$ cat config.mk
export PLATFORM = sky130hd
export DESIGN_NAME = ccm_ram
export DESIGN_NICKNAME = d
export VERILOG_FILES = /design/src/sv/cumulative_channel_mean_top_macros.svh /design/src/sv/ccm_ram.sv
export SDC_FILE = /design/constraint.sdc
export NUM_CORES = 1
export LEC_CHECK = 0
export BUFFER_PORTS_ARGS = -buffer_cell sky130_fd_sc_hd__buf_2
export CORE_MARGIN = 2
export CORE_UTILIZATION = 50
export CTS_BUF_LIST = sky130_fd_sc_hd__clkbuf_2 sky130_fd_sc_hd__clkbuf_4 sky130_fd_sc_hd__clkbuf_8
export CTS_CLUSTER_DIAMETER = 120
export DETAILED_ROUTE_END_ITERATION = 10
export GPL_TIMING_DRIVEN = 0
export PLACE_DENSITY = 0.75
export SLEW_MARGIN = 0
export SYNTH_ARGS = -nofsm -noshare
export SYNTH_HDL_FRONTEND = slang
export SYNTH_SLANG_ARGS = --single-unit
export TNS_END_PERCENT = 30
$ cat constraint.sdc
create_clock -name clk -period 3.8 [get_ports clk]
set_input_delay 0.19 -clock clk [delete_from_list [all_inputs] [get_ports clk]]
set_output_delay 0.19 -clock clk [all_outputs]
set_load 0.03 [all_outputs]
$ cat src/sv/cumulative_channel_mean_top_macros.svh
// assertion macros for the cumulative channel mean block
`ifndef CUMULATIVE_CHANNEL_MEAN_TOP_MACROS_SVH
`define CUMULATIVE_CHANNEL_MEAN_TOP_MACROS_SVH
`ifndef SYNTH
`define CCM_ASSERT_IMPL(lbl, ante, cons) \
  lbl: assert property (@(posedge clk) disable iff (rst) (ante) |-> (cons)) \
    else $error("ccm check failed");
`define CCM_ASSERT_NEXT(lbl, ante, cons) \
  lbl: assert property (@(posedge clk) disable iff (rst) (ante) |=> (cons)) \
    else $error("ccm check failed");
`else
`define CCM_ASSERT_IMPL(lbl, ante, cons)
`define CCM_ASSERT_NEXT(lbl, ante, cons)
`endif
`endif

$ cat src/sv/ccm_ram.sv
// generic single-write, single-read ram with registered read data
module ccm_ram #(
  parameter int WIDTH = 8,
  parameter int DEPTH = 16
) (
  input  logic                     clk,
  input  logic                     we,
  input  logic [$clog2(DEPTH)-1:0] waddr,
  input  logic [WIDTH-1:0]         wdata,
  input  logic [$clog2(DEPTH)-1:0] raddr,
  output logic [WIDTH-1:0]         rdata
);
  logic [WIDTH-1:0] mem [DEPTH];

  always_ff @(posedge clk) begin
    if (we) begin
      mem[waddr] <= wdata;
    end
    rdata <= mem[raddr];
  end
endmodule

==> impl_metrics.yaml <==
setup_path:
  critPathMaxFanout: 8
  worstPathArrival_ns: 1.84
  crit_path_top_delay_cell: "nor3_1"
  end_kind: "register"
  worstRegToRegCells: 3
  crit_chain: "buf_2 > or3b_2 > nor3_1"
  timing.rr.end: "rdata[4]"
  r2r-start: "mem[10][4]"
  r2r_setup_slack_ns: 2.31
  cp-start-kind: "input pin"
  critPathKind: "in2reg"
  max_stage_delay_ns: 1.01
  critical_path_required_ns: 3.84
sta:
  fmax_mhz: 556
  max_slew_margin: 0.121
  fin_hold_ws_ns: 0.138
  slew_viol_final: 0
  finalSetupViolCount: 0
  period_minus_slack_ns: 1.80
  fin_tns_setup_ns: 0
  fin_crit_sh: 0.473
  hold_viol_final: 0
  tightest_slew_ns: 1.31
  finClkSkew_ns: 0.0118
  rsz0062_at_grt: "no"
synthesis:
  ys_seq_area_frac: 0.778
  synth_edf_count: 128
  synth_top_area_frac: 0.747
  synth_nets: 247
  yosys-top-cells-area: "edfxtp_1 75%, mux4_2 7.9%, mux4_1 7.1%"
  synth-main-ff-cell: "edfxtp_1"
  async_flop_share: 0
  synth_warnings: 0
  ys_ff_latch: 136
  yosysMostFrequentCell: "edfxtp_1"
  synthesis.area_um2: 5150
  syn_area_per_cell_um2: 22.5
  synth_area_leader_cell: "edfxtp_1"
  synth.distinct_cells: 19
  synthTopCellsByCount: "128 x edfxtp_1, 18 x mux4_2, 16 x a22oi_1"
  synthCells: 229
die:
  dieArea_um2: 11100
  num_rows: 37
  ios: 26
  die_w_um: 105
  die_h_um: 105
  start_util: 0.508
  core-area_um2: 10100
placed_design:
  gp_congestion: 0.816
  numPlacedInstances: 389
  port-buffer-count: 24
  dp_hpwl_mm: 6.00
finish:
  drive_above_1_share: 0.297
  fillers: 726
  post-route-util: 0.575
  antenna_cells: 0
  nets: 291
  syn2layout_area_growth_pct: 13.2
  finalNonFillerCells: 422
clocking:
  postCtsSetupRepairBufs: 0
  cts_tree: "yes"
  cts-root-buf: "clkbuf_8"
  cts_sinks: 136
  cts_inserted_buffers: 17
  post_cts_resize_count: 0
  clk_pin_slew_ns: 0.08
  cts_hold_buf: 0
  cts_htree_levels: 4
  cts_buffer_depth: 2
  clock_latency_ns: 0.43
detailed_routing:
  drc: 0
  routed_via_density: 5.72
  drt-pass1-iter-count: 5
  routed_wl_mm: 9.71
  ant_nets: 0
  wl_per_cell_um: 23.0
  vias: 2415
  dr.first_iter.drc_count: 200
power_and_ir_drop:
  switching_power_uw: 658
  p_seq_frac: 0.563
  p_sw_frac: 0.220
  p_int_mw: 2.33
  power_frac_clock: 0.378
  power_density_nw_per_um2: 513
  p_leak_nw: 1.93
  p_comb_frac: 0.059
  ir_drop_mv: 0.306
min_path:
  min_from: "wdata[5]"
  min_to: "mem[15][5]"
  holdCritPathClass: "in2reg"
  hold_depth: 1
global_route:
  gr-total-overflow: 0
  grt_pass1_vias: 2451
  grt_max_degree: 17
  grt_pass1_wl_mm: 14.8
  grt.total_usage: 0.193
  antenna_found_initial: 0
outcome:
  status: "completed"
flow_run:
  cap_violations: 0
[power by group through the flow]
stage	sequential, mW	clock (mW)	combinational, mW
floorplan	1.74	0	0.0851
global placement	1.71	0	0.173
detailed placement	1.72	0	0.178
CTS	1.68	1.15	0.178
global route	1.69	1.21	0.191
finish	1.68	1.13	0.177
[how the worst max path moves through the flow]
stage	startpoint	endpoint	slack, ns	cells past startpoint
2_1_floorplan	waddr[2]	mem[0][0]	2.12	2
3_3_place_gp	waddr[2]	mem[0][4]	1.59	3
3_5_place_dp	waddr[2]	mem[0][7]	1.44	3
4_1_cts	waddr[2]	mem[0][7]	1.90	3
5_1_grt	waddr[2]	mem[0][5]	1.97	3
6_report	waddr[2]	mem[0][3]	2.00	3
[worst max-delay path: cells and delay by family]
family        cells  cell delay [ns]
buf+inv           1             0.12
simple gates      2             1.52
[state kept, by name, indices dropped and copies added, names as in the netlist]
name / cells
mem: 128
rdata: 8
[routing by layer]
| layer | up-vias | track usage | routed length [um] |
|---|---|---|---|
| met2 | 103 | 0.292 | 4780 |
| met1 | 1245 | 0.265 | 4010 |
| met3 | 11 | 0.0594 | 738 |
| met4 | 0 | 0.0790 | 176 |
| li1 | 1056 | - | - |
| met5 | - | 0 | 0 |
[cell families after synthesis]
group	count (synthesis)	synth area share
AO/OA/AOI/OAI	16	0.0233
AND/OR/NAND/NOR	35	0.0318
flip-flops	136	0.778
buffers and inverters	10	0.0168
multiplexers	32	0.150
[final cells by class]
cell class | count | area, um^2 | share of cell area
tap | 136 | 170 | 0.0292
clock buffer | 19 | 249 | 0.0427
buffer | 10 | 86.3 | 0.0148
sequential | 136 | 4000 | 0.687
multi-input combinational | 83 | 1060 | 0.181
clock inverter | 13 | 134 | 0.0230
timing repair buffer | 25 | 128 | 0.0219
[cells in the final DEF, fill, tap and decap left out, types with 2 or more instances in the layout]
cell type,instances
clkinv_2,3
nand3b_1,2
clkbuf_8,17
a22oi_1,16
dfxtp_1,8
nand2_1,9
buf_2,27
clkinv_4,2
mux4_2,18
nor2_1,13
nand2b_1,2
buf_6,3
clkinvlp_4,5
edfxtp_1,128
mux4_1,14
clkdlybuf4s25_2,3
bufinv_16,2
clkbuf_4,2
nor3_1,4
buf_4,2
[stage by stage]
stage | instance area (um^2) | power [mW] | setup WS, ns
floorplan | 5150 | 1.82 | 2.12
global placement | 5440 | 1.89 | 1.59
detailed placement | 5440 | 1.89 | 1.44
CTS | 5820 | 3.01 | 1.90
global route | 5830 | 3.09 | 1.97
finish | 5830 | 2.99 | 2.00
(Power assumes the default switching activity.)
