<file path="src/sv/cumulative_channel_mean_top_macros.svh">
// assertion macros for the cumulative channel mean block
`ifndef CUMULATIVE_CHANNEL_MEAN_TOP_MACROS_SVH
`define CUMULATIVE_CHANNEL_MEAN_TOP_MACROS_SVH
`ifndef SYNTH
`define CCM_ASSERT_IMPL(lbl, ante, cons) \
  lbl: assert property (@(posedge clk) disable iff (rst) (ante) |-> (cons)) \
    else $error("ccm check failed");
`define CCM_ASSERT_NEXT(lbl, ante, cons) \
  lbl: assert property (@(posedge clk) disable iff (rst) (ante) |=> (cons)) \
    else $error("ccm check failed");
`else
`define CCM_ASSERT_IMPL(lbl, ante, cons)
`define CCM_ASSERT_NEXT(lbl, ante, cons)
`endif
`endif

</file>
<file path="src/sv/ccm_pkg.sv">
// shared constants, types and codes for the cumulative channel mean block
package ccm_pkg;

  localparam int MAX_CHANNELS = 256;
  localparam int SAMPLE_WIDTH = 16;
  localparam int COUNT_WIDTH  = 16;
  localparam int SUM_WIDTH    = SAMPLE_WIDTH + COUNT_WIDTH + 8;
  localparam int CFG_WIDTH    = 9;
  localparam int POS_WIDTH    = (MAX_CHANNELS > 1) ? $clog2(MAX_CHANNELS) : 1;
  localparam int NCH_MIN_W    = $clog2(MAX_CHANNELS + 1);
  localparam int NCH_WIDTH    = (CFG_WIDTH > NCH_MIN_W) ? CFG_WIDTH : NCH_MIN_W;
  localparam int QUOT_BITS    = SAMPLE_WIDTH + 1;
  localparam int MCNT_WIDTH   = $clog2(COUNT_WIDTH + 1);

  localparam logic [COUNT_WIDTH-1:0] COUNT_MAX = '1;
  localparam logic [SUM_WIDTH-1:0]   SUM_MAX   = {1'b0, {(SUM_WIDTH-1){1'b1}}};
  localparam logic [SUM_WIDTH-1:0]   SUM_MIN   = {1'b1, {(SUM_WIDTH-1){1'b0}}};

  typedef enum logic [0:0] {
    OP_SAMPLE = 1'b0,
    OP_LOAD   = 1'b1
  } op_t;

  typedef enum logic [2:0] {
    ST_IDLE,
    ST_RD,
    ST_WR,
    ST_DIV,
    ST_MUL,
    ST_FIN
  } state_t;

  typedef struct packed {
    logic busy;
    logic done;
  } unit_stat_t;

endpackage

</file>
<file path="src/sv/ccm_mul.sv">
// shift-and-add multiplier, one multiplier bit per cycle
module ccm_mul (
  input  logic                                   clk,
  input  logic                                   rst,
  input  logic                                   start,
  input  logic signed [ccm_pkg::SAMPLE_WIDTH-1:0] multiplicand,
  input  logic [ccm_pkg::COUNT_WIDTH-1:0]        multiplier,
  output logic signed [ccm_pkg::SUM_WIDTH-1:0]   product,
  output ccm_pkg::unit_stat_t                    stat
);
  import ccm_pkg::*;

  localparam logic [MCNT_WIDTH-1:0] CNT_LAST = MCNT_WIDTH'(COUNT_WIDTH - 1);

  logic                   busy;
  logic                   done;
  logic [MCNT_WIDTH-1:0]  cnt;
  logic [SUM_WIDTH-1:0]   acc;
  logic [SUM_WIDTH-1:0]   mcand;
  logic [COUNT_WIDTH-1:0] mplr;

  always_ff @(posedge clk) begin
    if (rst) begin
      busy <= 1'b0;
      done <= 1'b0;
      cnt  <= '0;
    end else begin
      done <= 1'b0;
      if (start) begin
        busy <= 1'b1;
        cnt  <= '0;
      end else if (busy) begin
        cnt <= cnt + 1'b1;
        if (cnt == CNT_LAST) begin
          busy <= 1'b0;
          done <= 1'b1;
        end
      end
    end
  end

  always_ff @(posedge clk) begin
    if (start) begin
      acc   <= '0;
      mcand <= {{(SUM_WIDTH-SAMPLE_WIDTH){multiplicand[SAMPLE_WIDTH-1]}}, multiplicand};
      mplr  <= multiplier;
    end else if (busy) begin
      if (mplr[0]) begin
        acc <= acc + mcand;
      end
      mcand <= mcand << 1;
      mplr  <= mplr >> 1;
    end
  end

  assign product   = acc;
  assign stat.busy = busy;
  assign stat.done = done;
endmodule

</file>
<file path="config.mk">
export PLATFORM = sky130hd
export DESIGN_NAME = ccm_mul
export DESIGN_NICKNAME = d
export VERILOG_FILES = /design/src/sv/cumulative_channel_mean_top_macros.svh /design/src/sv/ccm_pkg.sv /design/src/sv/ccm_mul.sv
export SDC_FILE = /design/constraint.sdc
export NUM_CORES = 1
export LEC_CHECK = 0
export BUFFER_PORTS_ARGS = -buffer_cell sky130_fd_sc_hd__buf_2
export CAP_MARGIN = 40
export CORE_UTILIZATION = 53
export CTS_CLUSTER_DIAMETER = 80
export DETAILED_ROUTE_END_ITERATION = 12
export PLACE_DENSITY = 0.85
export SLEW_MARGIN = 20
export SYNTH_ARGS = -nofsm -noshare
export SYNTH_HDL_FRONTEND = slang
export SYNTH_SLANG_ARGS = --single-unit
export TNS_END_PERCENT = 10
</file>
<file path="constraint.sdc">
create_clock -name clk -period 2.3 [get_ports clk]
set_input_delay 0.345 -clock clk [delete_from_list [all_inputs] [get_ports clk]]
set_output_delay 0.345 -clock clk [all_outputs]
set_load 0.01 [all_outputs]
</file>
==> impl_metrics.json <==
{
  "final_util": 0.727,
  "setup_viol": 25,
  "setup.worst_path.end_class": "flip-flop",
  "coreArea_um2": 11500,
  "synth_edf_count": 56,
  "grt_max_degree": 40,
  "worstPathRequired_ps": 2590,
  "grt_pass1_wl_mm": 28.9,
  "pwr_density_cell_nw_per_um2": 654,
  "n_antenna_cell": 0,
  "synth_area_um2": 6240,
  "synth_top_area_cell": "edfxtp_1",
  "grt_pass1_vias": 6222,
  "setup_slack_ps": -339,
  "drc": 0,
  "synth_cell_types": 66,
  "dr.pass1.iters": 5,
  "design_area_um2": 8340,
  "cts.hold.buffers_added": 0,
  "synthCells": 678,
  "clock_latency_ps": 370,
  "die_h_um": 110,
  "numPortBuffers": 76,
  "die_w_um": 110,
  "nets": 949,
  "rrSetupSlack_ps": -340,
  "outcome": "finished with violations",
  "area_growth_pct": 33.7,
  "cts.root.buffer_cell": "clkbuf_16",
  "ant_nets": 0,
  "worst_clock_skew_ps": 8.69,
  "synth_flop_cell": "edfxtp_1",
  "worstPathMaxFanout": 3,
  "max_freq_ghz": 0.379,
  "min_path_cells": 2,
  "synth_commonest_cells": "90 x nand2_1, 57 x a21oi_1, 57 x o21ai_0, 56 x edfxtp_1, 47 x dfxtp_1",
  "yosysMostFrequentCell": "nand2_1",
  "r2r_cells": 11,
  "worstPathArrival_ps": 2930,
  "path_class": "reg -> reg",
  "gr-total-overflow": 0,
  "drt_iter0_markers": 490,
  "yosys_register_bits": 103,
  "avgSynthCellArea_um2": 9.20,
  "syn-num-nets": 755,
  "path_clk_slew_ps": 70,
  "cts_buffer_depth": 2,
  "relSlewSlack": 0.622,
  "io_pins": 77,
  "rows": 39,
  "fp.dieArea_um2": 12200,
  "drt-total-wl_mm": 17.6,
  "async_flop_share": 0,
  "ys_warn_count": 0,
  "p_leak_uw": 0.00373,
  "final_max_slew_viol_count": 0,
  "tritoncts": "done",
  "ys_seq_area_frac": 0.420,
  "synth_top_area_frac": 0.270,
  "final_hold_viol_count": 0,
  "synthTopCellsByArea": "edfxtp_1 27%, dfxtp_1 15%, ha_1 8.2%, nand2_1 5.4%, mux2_2 5.2%",
  "grtUsageTotal": 0.292,
  "routabilityCongestion": 0.929,
  "violations": "setup timing",
  "drive_gt1_frac": 0.368,
  "regArea_um2": 2620,
  "worst_pin_slew_ps": 567,
  "clock-sinks": 103,
  "cts_buffers": 9,
  "postPlaceCellArea_um2": 7710,
  "vias_per_cell": 5.89,
  "fillCellCount": 763,
  "wl_per_cell_um": 17.2,
  "vias": 6007,
  "worst_setup_path_start_kind": "flip-flop",
  "fin_crit_sh": 1.15,
  "worstHoldPathType": "in -> reg",
  "start_util": 0.544,
  "vdd_ir_drop_max_uv": 496,
  "maxCapViolations": 0,
  "multi_input_area_um2": 3610,
  "antenna_found_initial": 0,
  "rsz0062_at_grt": "true",
  "htreeDepth": 3,
  "dp_hpwl_mm": 12.4,
  "finalCriticalPeriod_ps": 2640
}
## state kept, by name, summed over array words and instances, names as in the netlist
signal   flops
product     40
done         1
cnt          5
busy         1
mplr        16
mcand       40
## cells by family (layout without fill, tap and decap cells)
| logic type | count (synthesis) | after routing | synth area share |
|---|---|---|---|
| AND/OR/NAND/NOR | 199 | 199 | 0.145 |
| XOR/XNOR | 33 | 33 | 0.0463 |
| adder cells (fa/ha/maj) | 42 | 42 | 0.0855 |
| multiplexers | 32 | 32 | 0.0572 |
| buffers and inverters | 76 | 275 | 0.0501 |
| AO/OA/AOI/OAI | 193 | 193 | 0.196 |
| flip-flops | 103 | 103 | 0.420 |
## cell type report
type / count / share of cell area
multi-input cells: 499 / 0.433
clock inverters: 6 / 0.00555
well taps: 143 / 0.0215
repair buffers: 223 / 0.181
inverters: 36 / 0.0162
flip-flops and latches: 103 / 0.314
clock buffers: 10 / 0.0287
## layout by cell type (no fill, tap or decap), types with 5 or more instances in the layout
cell type,Yosys,final
buf_4,2,145
nand2_1,90,90
buf_2,8,76
edfxtp_1,56,56
o21ai_0,57,51
a21oi_1,57,48
dfxtp_1,47,47
nor2_1,43,42
inv_1,36,36
mux2_2,29,29
ha_1,41,25
nand3_1,20,20
a21o_1,19,19
xor2_1,19,19
ha_4,0,14
xnor2_1,14,12
a21oi_2,2,11
nor3_1,9,9
nand4_1,9,9
clkbuf_16,0,9
a211oi_1,8,7
o21ai_1,4,7
a31oi_1,9,7
and2_1,5,5
## path summary, 6_finish.rpt
kind / to / startpoint
min reg2reg: product[29] / product[29]
max reg2reg: product[30] / mcand[0]
min: busy / rst
max: product[30] / mcand[0]
## timing repair
| item | 4_1_cts | 5_1_grt |
|---|---|---|
| gates resized for setup | 27 | 23 |
| pin swaps | 10 | 7 |
| cloned | 0 | 0 |
| endpoints found under the setup margin | 27 | 28 |
| buffers inserted | 5 | 0 |
## metal layers
metal | global-route usage | wire length (um)
met4 | 0.156 | 663
met5 | 0 | 0
met3 | 0.0434 | 966
met1 | 0.345 | 7120
met2 | 0.510 | 8820
## worst max-delay path, stage by stage (launching register included)
cell	delay [ps]
edfxtp_1	400
ha_2	210
fa_2	380
a211oi_4	260
o21ai_2	100
nand3_2	90
o21a_4	130
o211a_4	190
o31a_4	160
nor3_2	40
or4_1	430
a31oi_1	170
## where the power goes
| group | switching (uW) | internal [uW] | total [uW] |
|---|---|---|---|
| combinational | 873 | 843 | 1720 |
| clock | 720 | 767 | 1490 |
| sequential | 121 | 2130 | 2250 |
| total | 1710 | 3740 | 5460 |
## metrics by stage
stage | hold slack [ps] | setup TNS [ps] | power [uW] | setup slack, ps | cells
finish | 151 | -4240 | 5460 | -339 | 1020
global route | 167 | -7520 | 5690 | -457 | 1020
CTS | 147 | -3560 | 5370 | -291 | 1020
detailed placement | 471 | -5220 | 3820 | -373 | 999
global placement | 462 | -3080 | 3750 | -249 | 999
floorplan | 414 | -613 | 3130 | -150 | 678
No activity file was read; power rests on OpenSTA's default activity.
