### src/sv/cumulative_channel_mean_top_macros.svh
// assertion macros for the cumulative channel mean block
`ifndef CUMULATIVE_CHANNEL_MEAN_TOP_MACROS_SVH
`define CUMULATIVE_CHANNEL_MEAN_TOP_MACROS_SVH
`ifndef SYNTH
`define CCM_ASSERT_IMPL(lbl, ante, cons) \
  lbl: assert property (@(posedge clk) disable iff (rst) (ante) |-> (cons)) \
    else $error("ccm check failed");
`define CCM_ASSERT_NEXT(lbl, ante, cons) \
  lbl: assert property (@(posedge clk) disable iff (rst) (ante) |=> (cons)) \
    else $error("ccm check failed");
`else
`define CCM_ASSERT_IMPL(lbl, ante, cons)
`define CCM_ASSERT_NEXT(lbl, ante, cons)
`endif
`endif

### src/sv/ccm_pkg.sv
// shared constants, types and codes for the cumulative channel mean block
package ccm_pkg;

  localparam int MAX_CHANNELS = 256;
  localparam int SAMPLE_WIDTH = 16;
  localparam int COUNT_WIDTH  = 16;
  localparam int SUM_WIDTH    = SAMPLE_WIDTH + COUNT_WIDTH + 8;
  localparam int CFG_WIDTH    = 9;
  localparam int POS_WIDTH    = (MAX_CHANNELS > 1) ? $clog2(MAX_CHANNELS) : 1;
  localparam int NCH_MIN_W    = $clog2(MAX_CHANNELS + 1);
  localparam int NCH_WIDTH    = (CFG_WIDTH > NCH_MIN_W) ? CFG_WIDTH : NCH_MIN_W;
  localparam int QUOT_BITS    = SAMPLE_WIDTH + 1;
  localparam int MCNT_WIDTH   = $clog2(COUNT_WIDTH + 1);

  localparam logic [COUNT_WIDTH-1:0] COUNT_MAX = '1;
  localparam logic [SUM_WIDTH-1:0]   SUM_MAX   = {1'b0, {(SUM_WIDTH-1){1'b1}}};
  localparam logic [SUM_WIDTH-1:0]   SUM_MIN   = {1'b1, {(SUM_WIDTH-1){1'b0}}};

  typedef enum logic [0:0] {
    OP_SAMPLE = 1'b0,
    OP_LOAD   = 1'b1
  } op_t;

  typedef enum logic [2:0] {
    ST_IDLE,
    ST_RD,
    ST_WR,
    ST_DIV,
    ST_MUL,
    ST_FIN
  } state_t;

  typedef struct packed {
    logic busy;
    logic done;
  } unit_stat_t;

endpackage

### src/sv/ccm_div.sv
// restoring divider, one quotient bit per cycle, saturating signed result
module ccm_div (
  input  logic                                   clk,
  input  logic                                   rst,
  input  logic                                   start,
  input  logic signed [ccm_pkg::SUM_WIDTH-1:0]   dividend,
  input  logic [ccm_pkg::COUNT_WIDTH-1:0]        divisor,
  output logic signed [ccm_pkg::SAMPLE_WIDTH-1:0] quotient,
  output ccm_pkg::unit_stat_t                    stat
);
  import ccm_pkg::*;

  localparam int HI_WIDTH   = SUM_WIDTH - QUOT_BITS;
  localparam int STEP_WIDTH = $clog2(QUOT_BITS + 2);
  localparam logic [STEP_WIDTH-1:0] STEP_LAST = STEP_WIDTH'(QUOT_BITS + 1);
  localparam logic [QUOT_BITS-1:0]  Q_HALF    = QUOT_BITS'(1) << (SAMPLE_WIDTH - 1);
  localparam logic [SAMPLE_WIDTH-1:0] Q_MAX   = {1'b0, {(SAMPLE_WIDTH-1){1'b1}}};
  localparam logic [SAMPLE_WIDTH-1:0] Q_MIN   = {1'b1, {(SAMPLE_WIDTH-1){1'b0}}};

  logic                    busy;
  logic                    done;
  logic [STEP_WIDTH-1:0]   step;
  logic                    neg;
  logic                    ovf;
  logic [SUM_WIDTH-1:0]    mag;
  logic [COUNT_WIDTH-1:0]  dvs;
  logic [COUNT_WIDTH-1:0]  rem;
  logic [QUOT_BITS-1:0]    shreg;
  logic [COUNT_WIDTH:0]    partial;
  logic                    ge;
  logic [COUNT_WIDTH:0]    diff;
  logic [SAMPLE_WIDTH-1:0] sat_q;

  // trial subtract of the shifted partial remainder
  assign partial = {rem, shreg[QUOT_BITS-1]};
  assign ge      = partial >= {1'b0, dvs};
  assign diff    = partial - {1'b0, dvs};

  always_comb begin
    if (ovf) begin
      sat_q = neg ? Q_MIN : Q_MAX;
    end else if (neg) begin
      sat_q = (shreg > Q_HALF) ? Q_MIN : (~shreg[SAMPLE_WIDTH-1:0] + 1'b1);
    end else begin
      sat_q = (shreg >= Q_HALF) ? Q_MAX : shreg[SAMPLE_WIDTH-1:0];
    end
  end

  always_ff @(posedge clk) begin
    if (rst) begin
      busy <= 1'b0;
      done <= 1'b0;
      step <= '0;
    end else begin
      done <= 1'b0;
      if (start) begin
        busy <= 1'b1;
        step <= '0;
      end else if (busy) begin
        step <= step + 1'b1;
        if (step == STEP_LAST) begin
          busy <= 1'b0;
          done <= 1'b1;
        end
      end
    end
  end

  always_ff @(posedge clk) begin
    if (start) begin
      neg <= dividend[SUM_WIDTH-1];
      mag <= dividend[SUM_WIDTH-1] ? (~dividend + 1'b1) : dividend;
      dvs <= divisor;
    end else if (busy) begin
      if (step == '0) begin
        // quotient of 2^QUOT_BITS or more cannot fit the result
        ovf   <= mag[SUM_WIDTH-1:QUOT_BITS] >= {{(HI_WIDTH-COUNT_WIDTH){1'b0}}, dvs};
        rem   <= mag[QUOT_BITS+COUNT_WIDTH-1:QUOT_BITS];
        shreg <= mag[QUOT_BITS-1:0];
      end else if (step != STEP_LAST) begin
        rem   <= ge ? diff[COUNT_WIDTH-1:0] : partial[COUNT_WIDTH-1:0];
        shreg <= {shreg[QUOT_BITS-2:0], ge};
      end else begin
        quotient <= sat_q;
      end
    end
  end

  assign stat.busy = busy;
  assign stat.done = done;
endmodule

### config.mk
export PLATFORM = sky130hd
export DESIGN_NAME = ccm_div
export DESIGN_NICKNAME = d
export VERILOG_FILES = /design/src/sv/cumulative_channel_mean_top_macros.svh /design/src/sv/ccm_pkg.sv /design/src/sv/ccm_div.sv
export SDC_FILE = /design/constraint.sdc
export NUM_CORES = 1
export LEC_CHECK = 0
export BUFFER_PORTS_ARGS = -buffer_cell sky130_fd_sc_hd__buf_2
export CAP_MARGIN = 20
export CELL_PAD_IN_SITES_DETAIL_PLACEMENT = 1
export CELL_PAD_IN_SITES_GLOBAL_PLACEMENT = 1
export CORE_AREA = 2 2 143 145
export DETAILED_ROUTE_END_ITERATION = 12
export DIE_AREA = 0 0 145 147
export PLACE_DENSITY_LB_ADDON = 0.2
export SYNTH_ARGS = -nofsm -noshare
export SYNTH_HDL_FRONTEND = slang
export SYNTH_SLANG_ARGS = --single-unit
### constraint.sdc
create_clock -name clk -period 4.45 [get_ports clk]
set_clock_uncertainty 0.15 [all_clocks]
set_input_delay 0.2225 -clock clk [delete_from_list [all_inputs] [get_ports clk]]
set_output_delay 0.2225 -clock clk [all_outputs]
set_load 0.005 [all_outputs]
==> qor.yml, run 1 <==
status: "complete, no violations"
fin_util_pct: 43.0
gp_congestion: 0.825
regArea_sq_um: 3350
num_vias: 5465
pre_cts_ws_ps: 1070
syn2layout_area_growth_pct: 25.8
die-area_sq_um: 21300
p_leak_nw: 3.26
min_from: "dividend[2]"
viasPerCell: 5.18
core_area_sq_um: 19800
synth_seq_cells: 114
synth_top_family_by_area: "simple AND/OR/NAND/NOR gates"
max_freq_mhz: 295
start_util_pct: 34.2
cts_setup_buffers: 0
drive_above_1_share_pct: 17.0
fillCellCount: 2182
rr_startpoint: "shreg[16]$_DFFE_PP_"
cap_violations: 0
antenna_found_initial: 1
fin_crit_sh_pct: 76.1
ios: 77
netlist_instances: 654
grt-ovfl-total: 0
crit_fanout: 6
cp-startpoint: "shreg[16]$_DFFE_PP_"
setup_ws_ps: 1060
multi_input_area_sq_um: 3230
cts_tree: "built"
ys_types: 64
synth.top_cells.by_count: "edfxtp_1, nand2_1, o21ai_0, nor2_1"
min_delay_path_depth: 2
drc_errors: 0
synth_compound_area_share_pct: 15.2
p_per_area_nw_per_um2: 383
hp-class: "in -> reg"
ant_nets: 0
synth_simple_gate_area_share_pct: 16.6
synth_fa_ha_area_share_pct: 7.12
cts.sinks: 114
slew_viol_final: 0
die-width_um: 145
slew_headroom_pct: 38.3
crit_arrival_ps: 3400
numCtsBuffers: 17
r2r_slack_ps: 1060
seq_area_frac_synth_pct: 49.4
fin_nets: 870
whs_ps: 11.6
clockRootBuffer: "clkbuf_16"
grt_pass1_vias: 5755
port_buffers: 76
cp-start-kind: "flip-flop"
worstHoldEndpoint: "mag[2]$_DFFE_PP_"
synth_top_area_share_pct: 47.3
finalSetupViolCount: 0
min_period_ps: 3390
synth-warning-count: 0
insertion_delay_ps: 420
clkTransAtPathRegs_ps: 50
std_cell_rows: 52
cts_buffer_depth: 2
final-hold-violation-count: 0
grt_first_pass_wirelength_um: 30500
yosysMostFrequentCell: "edfxtp_1"
hpwl_um: 13800
reg2reg_depth: 10
synth_xor_area_share_pct: 6.19
required_ps: 4460
tns_ps: 0
synth_top_area_cell: "edfxtp_1"
grt_start_max_net_pins: 64
worst_slew_pin_slew_ps: 921
reg2reg_to: "rem[14]$_DFFE_PP_"
finalPower_mw: 3.27
fp.dieH_um: 147
syn-cell-area_sq_um: 6790
routed_wl_um: 18500
synth_fp_nets: 751
ys_async_sr_fraction_pct: 0
antenna-diode-count: 0
firstDrtPassIters: 4
synthTopCellsByArea: "edfxtp_1, ha_1, xnor2_1, nand2_1, o21ai_0"
synth_edf_count: 107
rsz0062_at_grt: "no"
ir_drop_mv: 0.262
synth.avg_cell_area_sq_um: 10.4
worstSetupEndpointType: "flip-flop"
avgRoutedWirePerCell_um: 17.5
h-tree-depth: 4
dr.first_iter.drc_count: 330
grt_util_all_layers_pct: 18.0
crit_type: "reg -> reg"
synth_mux_area_share_pct: 2.06
synth_ff_type: "edfxtp_1"
## worst max path at each step
stage	end	slack, ps	cells past startpoint
final	rem[14]$_DFFE_PP_	1060	10
after global routing	rem[14]$_DFFE_PP_	850	10
after CTS	rem[14]$_DFFE_PP_	1050	10
after detailed placement	rem[14]$_DFFE_PP_	1070	10
after global placement	rem[14]$_DFFE_PP_	1250	10
after floorplan	rem[0]$_DFFE_PP_	1360	3
## layer usage
layer	GRT usage [%]	share of wire, %	vias up
met4	6.98	2.2	2
met5	0	0.070	-
met1	25.1	50	2613
met3	4.04	4.5	26
met2	27.3	43	141
li1	-	-	2683
## metrics by stage
| step | area, sq um | cells |
|---|---|---|
| after floorplan | 6790 | 654 |
| after global placement | 7450 | 979 |
| after detailed placement | 7480 | 981 |
| after CTS | 8540 | 1056 |
| after global routing | 8540 | 1056 |
| final | 8540 | 1056 |
## critical path: stages (launching register included)
cell	delay, ps
edfxtp_1	430
inv_1	100
ha_1	170
inv_1	60
fa_1	410
a21o_1	220
a221oi_1	750
o21ai_0	300
a211oi_1	290
nor3_1	90
o22a_1	170
## cells in the final DEF, fill, tap and decap left out, types with 7 or more instances in the layout
master | Yosys | routed
edfxtp_1 | 107 | 107
nand2_1 | 77 | 77
buf_2 | 1 | 76
o21ai_0 | 46 | 46
nor2_1 | 43 | 43
dlygate4sd3_1 | 0 | 43
a21oi_1 | 41 | 41
xnor2_1 | 41 | 41
ha_1 | 37 | 37
inv_1 | 31 | 31
nor3_1 | 22 | 22
clkbuf_16 | 0 | 17
mux2i_1 | 14 | 14
nand4_1 | 13 | 13
nand3_1 | 11 | 11
a31oi_1 | 12 | 11
or3_1 | 9 | 9
a21o_1 | 8 | 8
o31ai_1 | 8 | 8
nor4_1 | 7 | 7
xor2_1 | 7 | 7
dfxtp_1 | 7 | 7
## cell families (layout without fill, tap and decap cells)
| group | count (synthesis) | count (layout) |
|---|---|---|
| buf+inv | 58 | 190 |
| compound gates | 160 | 160 |
| flops | 114 | 114 |
| simple gates | 222 | 222 |
| xor+xnor | 48 | 48 |
| mux | 14 | 14 |
| fa+ha+maj | 38 | 38 |
## layout make-up
cell class                      instances  area share (%)
Timing Repair Buffer                  126            10.3
Clock buffer                           19            5.19
Clock inverter                         13            2.14
Sequential cell                       114            39.3
Multi-Input combinational cell        482            37.8
Tap cell                              270            3.96
Inverter                               32            1.41
## repair_timing
action / CTS / global route
gates resized for setup: 0 / 0
hold buffers: 43 / 0
hold endpoints to repair: 50 / 0
## report_power, final
group          internal, mW  switching [mW]
Combinational         0.221           0.299
Sequential             1.27          0.0478
Clock                 0.950           0.486
## flip-flops by register name, indices dropped and copies added, names as in the netlist
register	count
mag	40
quotient	16
busy	1
ovf	1
rem	16
neg	1
dvs	16
shreg	17
done	1
step	5
(Power assumes the default switching activity.)
==> run 2, diff against run 1 <==
- ABC_AREA: not set -> 1
- CORE_AREA: 2 2 143 145 -> 2 2 151 153
- DIE_AREA: 0 0 145 147 -> 0 0 153 155
- clock period: 4.45 -> 2.77 ns (I/O delays scaled with it)
==> run 2 against run 1 <==
  * First-iteration DRC count decreased by 13%
  * Sequential cell count unchanged
  * Register-to-register slack got worse by 820 ps
  * Largest cell class is now multi-input gates
  * Highest routed layer is now met4
==> qor.yml, run 2 <==
status: "complete, no violations"  # unchanged
drc_errors: 0  # unchanged
tns_ps: 0  # unchanged
max_freq_mhz: 396  # was 295 MHz
ios: 77  # unchanged
reg_top3: "mag x40, shreg x17"  # unchanged
finalSetupViolCount: 0  # unchanged
synth_fa_ha_area_share_pct: 6.30  # was 7.12%
synth_top_area_share_pct: 41.9  # was 47.3%
syn2layout_area_growth_pct: 22.4  # was 25.8%
insertion_delay_ps: 420  # about the same
firstDrtPassIters: 7  # was 4
hp-class: "in -> reg"  # unchanged
cp_slowest_cell: "fa_1"  # was a221oi_1
gp_congestion: 0.868  # was 0.825
cts_setup_buffers: 0  # unchanged
synth_compound_area_share_pct: 5.76  # was 15.2%
p_leak_nw: 4.21  # was 3.26 nW
synth_top_family_by_area: "simple AND/OR/NAND/NOR gates"  # unchanged
grt_pass1_vias: 6998  # was 5755
antenna-diode-count: 0  # unchanged
clockRootBuffer: "clkbuf_16"  # unchanged
hpwl_um: 18000  # was 13800 um
synth_fp_nets: 1055  # was 751
p_per_area_nw_per_um2: 554  # was 383 nW/um^2
viasPerCell: 4.83  # was 5.18
core_area_sq_um: 22200  # was 19800 sq um
synth_ff_type: "edfxtp_1"  # unchanged
ant_nets: 0  # unchanged
worstSetupEndpointType: "flip-flop"  # unchanged
final_common_cell: "nand2_1"  # was edfxtp_1
pwr-share-clk_pct: 41.0  # was 43.9%
numCtsBuffers: 17  # unchanged
grt_start_max_net_pins: 34  # was 64
h-tree-depth: 4  # unchanged
drive_above_1_share_pct: 13.7  # was 17.0%
fin_crit_sh_pct: 91.1  # was 76.1%
synth-warning-count: 0  # unchanged
required_ps: 2790  # was 4460 ps
crit_arrival_ps: 2550  # was 3400 ps
avgRoutedWirePerCell_um: 16.4  # was 17.5 um
intPower_mw: 3.65  # was 2.44 mW
syn-cell-area_sq_um: 7660  # was 6790 sq um
min_period_ps: 2520  # was 3390 ps
final_cell_mix: "nand2_1, inv_1, edfxtp_1, nand3_1, nor2_1"  # was edfxtp_1, nand2_1, buf_2, o21ai_0
post_cts_resized: 0  # unchanged
comb_power_share_pct: 18.5  # was 15.9%
cp-start-kind: "flip-flop"  # unchanged
path_cells: "inv_1 -> ha_1 -> inv_1 -> fa_1 -> nand3_1 -> nand3_1 -> nand2_1 -> nand2_1 -> nand2_1 -> nand2_1 -> nand2_1 -> nand3_1 -> nand2_1 -> nand2_1"  # was inv_1 -> ha_1 -> inv_1 -> fa_1 -> a21o_1 -> a221oi_1 -> o21ai_0 -> a211oi_1 -> nor3_1 -> o22a_1
port_buffers: 76  # unchanged
dr.first_iter.drc_count: 286  # was 330
synth.avg_cell_area_sq_um: 8.00  # was 10.4 sq um
switching_power_mw: 1.55  # was 0.832 mW
crit_top_cell: "nand2_1"  # was inv_1
grt_first_pass_wirelength_um: 37000  # was 30500 um
slew_viol_final: 0  # unchanged
synth_edf_count: 107  # unchanged
crit_type: "reg -> reg"  # unchanged
ir_drop_mv: 0.334  # was 0.262 mV
ys_async_sr_fraction_pct: 0  # unchanged
cap_violations: 0  # unchanged
synth_simple_gate_area_share_pct: 30.7  # was 16.6%
start_util_pct: 34.5  # was 34.2%
final-hold-violation-count: 0  # unchanged
clkTransAtPathRegs_ps: 60  # was 50 ps
cts_tree: "built"  # unchanged
crit_fanout: 4  # was 6
pwr-share-seq_pct: 40.5  # was 40.2%
grt_util_all_layers_pct: 19.8  # was 18.0%
num_vias: 6676  # was 5465
synth.top_cells.by_count: "nand2_1, inv_1, edfxtp_1, nand3_1, nor2_1"  # was edfxtp_1, nand2_1, o21ai_0, nor2_1
synth_seq_cells: 114  # unchanged
swShare_pct: 29.8  # was 25.4%
cts_buffer_depth: 2  # unchanged
synth_xor_area_share_pct: 5.03  # was 6.19%
worst_slew_pin_slew_ps: 659  # was 921 ps
hold_buffers: 43  # unchanged
die-area_sq_um: 23700  # was 21300 sq um
synthTopCellsByArea: "edfxtp_1, nand2_1, inv_1, ha_1, nand3_1"  # was edfxtp_1, ha_1, xnor2_1, nand2_1, o21ai_0
seq_area_frac_synth_pct: 43.8  # was 49.4%
fin_util_pct: 42.2  # was 43.0%
largest_reg_flops: 40  # unchanged
synth_top_area_cell: "edfxtp_1"  # unchanged
fp.dieH_um: 155  # was 147 um
synth_mux_area_share_pct: 0  # was 2.06%
antenna_found_initial: 0  # was 1
yosysMostFrequentCell: "nand2_1"  # was edfxtp_1
setup_ws_ps: 247  # was 1060 ps
regMostFlops: "mag"  # unchanged
fin_nets: 1182  # was 870
cts.sinks: 114  # unchanged
fillCellCount: 2740  # was 2182
slew_headroom_pct: 56.1  # was 38.3%
netlist_instances: 958  # was 654
std_cell_rows: 55  # was 52
grt-ovfl-total: 0  # unchanged
routed_wl_um: 22700  # was 18500 um
ys_types: 42  # was 64
cpPeakStageDelay_ps: 460  # was 750 ps
rsz0062_at_grt: "no"  # unchanged
pre_cts_ws_ps: 240  # was 1070 ps
die-width_um: 153  # was 145 um
finalPower_mw: 5.20  # was 3.27 mW
## run 2: cell types whose count changed in the layout (fill, tap and decap cells not counted), moves of 11 or more
cell	previous run	this run
nand4_1	13	29
nor2_1	43	78
xor2_1	7	32
inv_1	31	134
o22ai_1	0	11
xnor2_1	41	12
mux2i_1	14	0
nand3_1	11	79
a21oi_1	41	21
nand2_1	77	263
## run 2: final timing paths
kind | to | slack (ps) | cells after the start | startpoint
setup / recovery | rem[14]$_DFFE_PP_ | 250 | 14 | shreg[16]$_DFFE_PP_
hold / removal | mag[17]$_DFFE_PP_ | 10 | 3 | dividend[17]
setup reg to reg | rem[14]$_DFFE_PP_ | 250 | 14 | shreg[16]$_DFFE_PP_
hold reg to reg | step[0]$_SDFFE_PP0P_ | 340 | 1 | step[0]$_SDFFE_PP0P_
## run 2: area by class of cell
| class | instances | area (sq um) | area share (%) |
|---|---|---|---|
| Tap cell | 285 | 357 | 3.80 |
| Clock inverter | 12 | 113 | 1.20 |
| Timing Repair Buffer | 129 | 898 | 9.57 |
| Clock buffer | 20 | 468 | 4.99 |
| Inverter | 139 | 522 | 5.56 |
| Sequential cell | 114 | 3350 | 35.7 |
| Multi-Input combinational cell | 684 | 3670 | 39.1 |
## run 2: layer usage
metal  vias to the layer above  routed length (um)  GRT usage [%]
met1                      3125               11200           27.1
met3                        19                 582           2.65
met2                       104               10600           32.9
li1                       3428                   -              -
met4                         0                 327           5.82
met5                         -                   0              0
## run 2: power groups by stage
stage,logic [mW],registers [mW],clock network (mW)
final,0.960,2.11,2.13
after global routing,1.09,2.12,2.23
after CTS,0.963,2.11,2.17
after detailed placement,0.911,2.14,0
after global placement,0.901,2.14,0
after floorplan,0.621,2.11,0
## run 2: stage by stage
stage | instance area (sq um) | hold slack (ps) | cells
floorplan | 7660 | 57.6 | 958
global placement | 8370 | 165 | 1308
detailed placement | 8370 | 167 | 1308
CTS | 9380 | 0.406 | 1383
global route | 9380 | 15.4 | 1383
finish | 9380 | 10.7 | 1383
## run 2: worst max-delay path: cells and delay by family (launching register included)
family / cells / cell delay (ps)
simple gates: 10 / 910
buf+inv: 2 / 210
fa+ha+maj: 2 / 620
flops: 1 / 390
## run 2: logic make-up after synthesis
kind of cell               count (synthesis)
buffers and inverters                    160
adders and majority gates                 38
and+or+nand+nor                          522
AOI/OAI and AO/OA                         80
DFF                                      114
xor gates and xnor gates                  44
